===== config.mk =====
export PLATFORM = sky130hd
export DESIGN_NAME = srba_ctrl
export DESIGN_NICKNAME = d
export VERILOG_FILES = /design/src/rtl/srba_pkg.sv /design/src/rtl/srba_ctrl.sv
export SDC_FILE = /design/constraint.sdc
export NUM_CORES = 1
export LEC_CHECK = 0
export BUFFER_PORTS_ARGS = -buffer_cell sky130_fd_sc_hd__buf_4
export CAP_MARGIN = 5
export CELL_PAD_IN_SITES_DETAIL_PLACEMENT = 1
export CELL_PAD_IN_SITES_GLOBAL_PLACEMENT = 1
export CORE_MARGIN = 1.5
export CORE_UTILIZATION = 22
export CTS_CLUSTER_DIAMETER = 80
export CTS_CLUSTER_SIZE = 16
export DETAILED_ROUTE_END_ITERATION = 7
export PLACE_DENSITY_LB_ADDON = 0.12
export SLEW_MARGIN = 20
export SYNTH_ARGS = -nofsm -noshare
export SYNTH_HDL_FRONTEND = slang
export SYNTH_SLANG_ARGS = --single-unit

===== constraint.sdc =====
create_clock -name clock -period 1 [get_ports clock]
set_clock_uncertainty 0.05 [all_clocks]
set_input_delay 0.1 -clock clock [delete_from_list [all_inputs] [get_ports clock]]
set_output_delay 0.1 -clock clock [all_outputs]
set_load 0.01 [all_outputs]

===== src/rtl/srba_pkg.sv =====
// Package with the shared types, codes and constants of the bump allocator.
package srba_pkg;

   localparam int DefaultMaxBlocks   = 64;
   localparam int DefaultHeaderBytes = 32;
   localparam int PoolBits           = 24;
   localparam logic [PoolBits-1:0] PoolSizeReset = 24'd65536;

   typedef enum logic [1:0] {
      FUNC_ALLOC   = 2'd0,
      FUNC_CALLOC  = 2'd1,
      FUNC_REALLOC = 2'd2,
      FUNC_FREE    = 2'd3
   } func_type;

   typedef enum logic [1:0] {
      STATUS_OK       = 2'd0,
      STATUS_OUTSIDE  = 2'd1,
      STATUS_NO_BLOCK = 2'd2
   } status_type;

   typedef enum logic [1:0] {
      SRC_NONE  = 2'd0,
      SRC_PLACE = 2'd1,
      SRC_FOUND = 2'd2
   } res_src_type;

   typedef struct packed {
      func_type      func;
      logic [23:0]   count;
      logic [23:0]   element_count;
      logic          has_pointer;
      logic [31:0]   ptr_offset;
   } req_type;

   typedef struct packed {
      logic [23:0]   result_offset;
      logic          result_null;
      status_type    status;
      logic          needs_clear;
   } rsp_type;

   typedef struct packed {
      logic          load;
      logic          scan_init;
      logic          scan_step;
      logic          hit_latch;
      logic          mark_free;
      logic          pop_init;
      logic          pop_rd;
      logic          pop_step;
      logic          pop_finish;
      logic          place;
      logic          grow;
      logic          res_set;
      res_src_type   res_src;
      status_type    res_status;
      logic          res_clear;
      logic          emit;
   } cmd_type;

   typedef struct packed {
      func_type      func;
      logic          has_ptr;
      logic          ptr_in_pool;
      logic          table_empty;
      logic          hit;
      logic          scan_last;
      logic          is_top;
      logic          size_same;
      logic          count_zero;
      logic          grow_fit;
      logic          place_fit;
      logic          pop_cnt_zero;
      logic          rd_use;
      logic          out_busy;
   } sts_type;

endpackage


===== src/rtl/srba_ctrl.sv =====
// Controller state machine that sequences each allocator transaction.
module srba_ctrl
   import srba_pkg::*;
(
   input  logic    clock,
   input  logic    reset,
   input  logic    req_valid,
   output logic    req_stall,
   input  sts_type sts,
   output cmd_type cmd
);

   typedef enum logic [2:0] {
      S_IDLE,
      S_DECODE,
      S_SCAN,
      S_ACT,
      S_POP_RD,
      S_POP_CHK,
      S_PLACE,
      S_DONE
   } state_type;

   state_type state_ff, state_in;

   assign req_stall = (state_ff != S_IDLE);

   always_comb begin
      state_in       = state_ff;
      cmd            = '0;
      cmd.res_src    = SRC_NONE;
      cmd.res_status = STATUS_OK;
      case (state_ff)
         S_IDLE: begin
            if (req_valid) begin
               cmd.load = 1'b1;
               state_in = S_DECODE;
            end
         end
         S_DECODE: begin
            if (sts.func == FUNC_ALLOC || sts.func == FUNC_CALLOC ||
                (sts.func == FUNC_REALLOC && !sts.has_ptr)) begin
               state_in = S_PLACE;
            end else if (!sts.has_ptr || !sts.ptr_in_pool) begin
               cmd.res_set    = 1'b1;
               cmd.res_status = STATUS_OUTSIDE;
               state_in       = S_DONE;
            end else if (sts.table_empty) begin
               cmd.res_set    = 1'b1;
               cmd.res_status = STATUS_NO_BLOCK;
               state_in       = S_DONE;
            end else begin
               cmd.scan_init = 1'b1;
               state_in      = S_SCAN;
            end
         end
         S_SCAN: begin
            cmd.scan_step = 1'b1;
            if (sts.hit) begin
               cmd.hit_latch = 1'b1;
               state_in      = S_ACT;
            end else if (sts.scan_last) begin
               cmd.res_set    = 1'b1;
               cmd.res_status = STATUS_NO_BLOCK;
               state_in       = S_DONE;
            end
         end
         S_ACT: begin
            if (sts.func == FUNC_FREE || sts.count_zero) begin
               if (sts.is_top) begin
                  cmd.pop_init = 1'b1;
                  state_in     = S_POP_RD;
               end else begin
                  cmd.mark_free = 1'b1;
                  cmd.res_set   = 1'b1;
                  state_in      = S_DONE;
               end
            end else if (sts.size_same) begin
               cmd.res_set = 1'b1;
               cmd.res_src = SRC_FOUND;
               state_in    = S_DONE;
            end else if (sts.is_top) begin
               cmd.res_set = 1'b1;
               if (sts.grow_fit) begin
                  cmd.grow    = 1'b1;
                  cmd.res_src = SRC_FOUND;
               end
               state_in = S_DONE;
            end else begin
               cmd.mark_free = 1'b1;
               state_in      = S_PLACE;
            end
         end
         S_POP_RD: begin
            if (sts.pop_cnt_zero) begin
               cmd.pop_finish = 1'b1;
               cmd.res_set    = 1'b1;
               state_in       = S_DONE;
            end else begin
               cmd.pop_rd = 1'b1;
               state_in   = S_POP_CHK;
            end
         end
         S_POP_CHK: begin
            if (!sts.rd_use) begin
               cmd.pop_step = 1'b1;
               state_in     = S_POP_RD;
            end else begin
               cmd.pop_finish = 1'b1;
               cmd.res_set    = 1'b1;
               state_in       = S_DONE;
            end
         end
         S_PLACE: begin
            cmd.res_set = 1'b1;
            if (sts.place_fit) begin
               cmd.place     = 1'b1;
               cmd.res_src   = SRC_PLACE;
               cmd.res_clear = (sts.func == FUNC_CALLOC);
            end
            state_in = S_DONE;
         end
         S_DONE: begin
            if (!sts.out_busy) begin
               cmd.emit = 1'b1;
               state_in = S_IDLE;
            end
         end
         default: begin
            state_in = S_IDLE;
         end
      endcase
   end

   always_ff @(posedge clock) begin
      if (reset) begin
         state_ff <= S_IDLE;
      end else begin
         state_ff <= state_in;
      end
   end

endmodule


==> metrics, run 1 <==
status finished with violations; failing checks setup timing; total core area ~2000 sq um; post-synthesis sequential area ratio 12.9%; Area Overhead vs Synth 143%; Post-DP Area a little over 900 sq um; Hold Slack roughly 0.079 ns; Syn Area/Cell between 7 and 8 sq um; I/O Buffers 36; slew margin rel. 69.9%; Via density around 5; Die Y 48.9 um; gr usage total between 10% and 20%; HP Start reset; syn nets just over 80; fin crit share 145%; layout cell share with drive strength beyond 1 between 70% and 80%; footprint of the multi-input gates 508 sq um; unique cell type count in the Yosys netlist 34; top_reg_cell synth dfxtp_1; routed len/inst about 14 um; crit end category primary output; reg2reg start state_ff[1]; non-filler cells, final 151; row count 16; Biggest register state_ff; vias between 700 and 800; post-route ant nets 0; top flop regs state_ff: 3 flops; maximum root-to-sink buffer count 2; Finished Core Util 57.0%; synth top area cells dfxtp_1 13%, nor3_1 6.5%, a21oi_1 5.4%; min Tclk post-route 1.45 ns; Num CTS Buffers 3; FF/Latch Area ~71 sq um; vias in the first global route 760; Netlist Area Pre-Place ~460 sq um; FFs w/ async S/R, synth 0%; Yosys top cell area share around an eighth; cell count after synthesis 65; Synth Warn # 0; initial antenna violation count 0; CTS root buffer clkbuf_4; largest net degree at the start of global routing 9; starting density of the core a little under a quarter; max-slew violation count 0; r2r setup slk -0.27 ns; Slew @ Worst Pin ~0.44 ns; EDFF count, synth 0; max cap viols 0; Final #Nets 143; Clock transition at path regs approximately 0.040 ns; max reg flops 3; CTS sink cnt 3; Overflow after GRT 0; Pre-antenna DRT Iters 4; DP Cell Count 141; Total Power roughly 1.3 mW; crit path DAT about 1.3 ns; TritonCTS clock tree done; Worst-Skew Late Latency 0.25 ns; die width just under 50 um; leading cell type in the layout, fill and taps excluded buf_4; H-tree Lvls 1; crit path from state_ff[1]; Max Fanout on Critical Path 5; worst hold path type input pin to flop; DR DRC count 0; Req. time, crit path 0.85 ns; Critical Path Source Type flop; area leader, netlist dfxtp_1; first-pass GRT wire length 3.34 mm; final hold vios 0; fin worst setup slack -0.452 ns; Initial DRC Count 6; # setup viols final 22; CP Class flop to primary output; Max VDD drop roughly 0.00053 V; num ports 37; fin area ~1100 sq um; power density cells 1150 nW/um^2; commonest non-fill, non-tap cells in the layout 50 x buf_4, 7 x buf_6, 4 x nand2_1; # fillers 241; unrepaired setup endpoints after global routing true; Leak around 0.55 nW; die footprint ~2400 sq um; Post-DP HPWL ~1.6 mm; #FFs+latches synth 3; routability congestion estimate about 0.79; max frequency between 0.6 and 0.7 GHz; WL final between 2 and 2.5 mm; antenna fix cells 0
where the power goes:
| part | total, mW | internal [mW] | switching (mW) |
|---|---|---|---|
| registers | 0.220 | 0.157 | 0.0634 |
| logic | 0.843 | 0.461 | 0.382 |
| clock network | 0.236 | 0.151 | 0.0850 |
area by class of cell:
class	count	share of cell area, %
sequential	3	6.31
inverter	3	0.997
tap	27	2.99
timing repair buffer	59	42.4
multi-input combinational	55	45.0
clock buffer	4	2.33
logic make-up (layout without fill, tap and decap cells):
group                  after synthesis  in the layout  share of synthesized area (%)
and+or+nand+nor                     32             32                           39.9
DFF                                  3              3                           12.9
buffers and inverters                7             66                           9.70
muxes                                2              2                           4.58
AOI/OAI and AO/OA                   21             21                           32.9
metrics by stage:
step / setup TNS [ns] / worst slack [ns]
2_1_floorplan: -0.596 / -0.0796
3_3_place_gp: -2.68 / -0.219
3_5_place_dp: -2.95 / -0.225
4_1_cts: -7.39 / -0.450
5_1_grt: -8.33 / -0.517
6_report: -7.26 / -0.452
cell usage after synthesis (2+ instances only):
library cell  number
a211o_1            2
a21oi_1            5
dfxtp_1            3
nand2_1            5
nand2b_1           3
and3_1             2
buf_4              3
o31ai_1            2
a21o_1             3
o21ai_1            2
nor2_1             5
nor3_1             6
inv_1              3
layer usage:
metal	share of wire, %	track usage [%]	vias to the layer above
met3	4.1	3.07	4
met2	52	32.4	22
li1	-	-	370
met4	1.5	7.14	0
met1	42	21.0	365
met5	0	0	-
critical path, stage by stage (launching register included):
cell      delay (ns)
dfxtp_4         0.37
and4bb_2        0.34
o21ai_4         0.08
o21ai_1         0.12
buf_4           0.13
final timing paths:
kind                       to  depth (start not counted)
hold / removal    state_ff[0]                          3
hold reg to reg   state_ff[2]                          2
setup reg to reg  state_ff[2]                          5
setup / recovery       cmd[3]                          4
what timing repair did:
item | in CTS | in global routing
hold endpoints to repair | 2 | 0
hold buffers | 1 | 0
gates resized for setup | 19 | 10
pin swaps | 14 | 7
setup endpoints to repair | 22 | 22
setup buffers | 4 | 1
Power figures use the tool's default switching activity.
==> run 2, diff against run 1 <==
Settings changed: CORE_MARGIN 1.5 to 3.
Clock period 1 ns to 1.2 ns, I/O delays scaled along.
==> run 2 against run 1 <==
Non-clock buffer count is 1 higher. Largest cell class unchanged. Worst setup slack better by 0.12 ns. Sequential share of layout area is 0.27 points lower. Total power is 3.0% lower. Utilization is 6.6 points higher. The flow still finishes with violations (setup timing). Cell area is 4.5% higher. Sequential cell count stayed put.
==> metrics, run 2 (synthesis results as in run 1) <==
Num CTS Buffers 3 (unchanged); # setup viols final 21 (-4.5%); Post-DP HPWL 1.50 mm (-4.4%); Worst-Skew Late Latency 0.25 ns (about the same); Slew @ Worst Pin 0.445 ns (+0.00511 ns); crit end category primary output; CTS sink cnt 3 (unchanged); max reg flops 3 (unchanged); fin worst setup slack -0.333 ns (+0.119 ns); post-route ant nets 0 (unchanged); power density cells 1070 nW/um^2 (-7.2%); Max Fanout on Critical Path 6 (+1); worst path bufs/invs 1 (unchanged); die footprint 2700 sq um (+13%); Hold Slack 0.0255 ns (-0.0531 ns); Overflow after GRT 0 (unchanged); gr usage total 15.8% (-2.2 points); commonest non-fill, non-tap cells in the layout 42 x buf_4, 18 x buf_6, 5 x nand2_1; Req. time, crit path 1.03 ns (+0.18 ns); CTS root buffer clkbuf_4; Crit path depth 4 (unchanged); max-slew violation count 0 (unchanged); vias 798 (+4.9%); fin crit share 128%; R2R depth 4 (-1); DR DRC count 0 (unchanged); min Tclk post-route 1.53 ns; Initial DRC Count 5 (-1); post-cts hold buffer count 0 (-1); max incr delay on CP 0.36 ns (about the same); initial antenna violation count 0 (unchanged); routability congestion estimate 0.757 (-4.1%); Critical Path Source Type flop; Biggest register state_ff; max frequency between 0.6 and 0.7 GHz; H-tree Lvls 1 (unchanged); first-pass GRT wire length 3.24 mm (-2.9%); max cap viols 0 (unchanged); starting density of the core 25.0% (+1.6 points); top flop regs state_ff: 3 flops; total core area 1860 sq um (-6.3%); failing checks setup timing; Die Y 51.9 um (+6.1%); fin area 1180 sq um (+4.5%); CP Class flop to primary output; num ports 37 (unchanged); Pre-antenna DRT Iters 4 (unchanged); Crit path max-delay family simple AND/OR/NAND/NOR gates; largest net degree at the start of global routing 8 (-1); status finished with violations; unrepaired setup endpoints after global routing true; Clock transition at path regs 0.05 ns (about the same); routed len/inst 19.0 um (+36%); slew margin rel. 70.1% (+0.16 points); Via density 5.32 (+5.6%); Crit-path slowest cell dfxtp_4; I/O Buffers 36 (unchanged); leading cell type in the layout, fill and taps excluded buf_4; vias in the first global route 744 (-2.1%); antenna fix cells 0 (unchanged); die width 51.9 um (+6.1%); Max VDD drop 0.000686 V (+31%); Post-DP Area 855 sq um (-7.2%); crit path DAT 1.36 ns (+0.06 ns); hold depth 2 (-1); row count 15 (-1); Leak 0.565 nW (+2.8%); maximum root-to-sink buffer count 2 (unchanged); TritonCTS clock tree done; WL final 2.85 mm (+35%); worst hold path type input pin to flop; final hold vios 0 (unchanged); layout cell share with drive strength beyond 1 73.6% (+1.0 points); Area Overhead vs Synth 154%; Final #Nets 144 (+0.70%); Critical Path, Cell by Cell and4bb_2 > o21ai_2 > nor3_2 > buf_4
-- run 2: layer usage --
layer / vias to the layer above / GRT usage, % / routed length [um]
met1: 388 / 20.3 / 1140
met2: 35 / 25.5 / 1540
met3: 4 / 5.44 / 140
met4: 0 / 2.62 / 23
met5: - / 0 / 0
li1: 371 / - / -
-- run 2: final timing paths --
check / end / from / slack, ns
setup / recovery: cmd[16] / state_ff[2] / -0.33
setup reg to reg: state_ff[0] / state_ff[1] / -0.10
hold / removal: state_ff[2] / reset / 0.03
hold reg to reg: state_ff[1] / state_ff[0] / 0.51
-- run 2: timing repair --
action / in CTS / in global routing
pin swaps: 7 / 15
resized for setup: 20 / 33
setup endpoints to repair: 20 / 22
buffers inserted: 4 / 6
-- run 2: final cells by class --
| cell class | count | area, sq um |
|---|---|---|
| Multi-Input combinational cell | 55 | 523 |
| Fill cell | 209 | 677 |
| Tap cell | 25 | 31.3 |
| Sequential cell | 3 | 71.3 |
| Clock buffer | 4 | 26.3 |
| Timing Repair Buffer | 60 | 518 |
| Inverter | 3 | 11.3 |
-- run 2: power by group --
group	internal, mW	switching, mW
Combinational	0.487	0.391
Sequential	0.130	0.0519
Clock	0.126	0.0735
Total	0.743	0.516
-- run 2: stage by stage --
stage                     instances  utilization [%]  power (mW)  setup slack, ns  setup TNS, ns
final                           150             63.6        1.26           -0.333          -4.13
after global routing            150             63.6        1.33           -0.378          -5.35
after CTS                       145             53.4        1.00           -0.312          -3.38
after detailed placement        137             46.0       0.688           -0.135         -0.577
after global placement          137             46.0       0.686          -0.0892         -0.381
after floorplan                  65                -       0.428         -0.00237       -0.00237
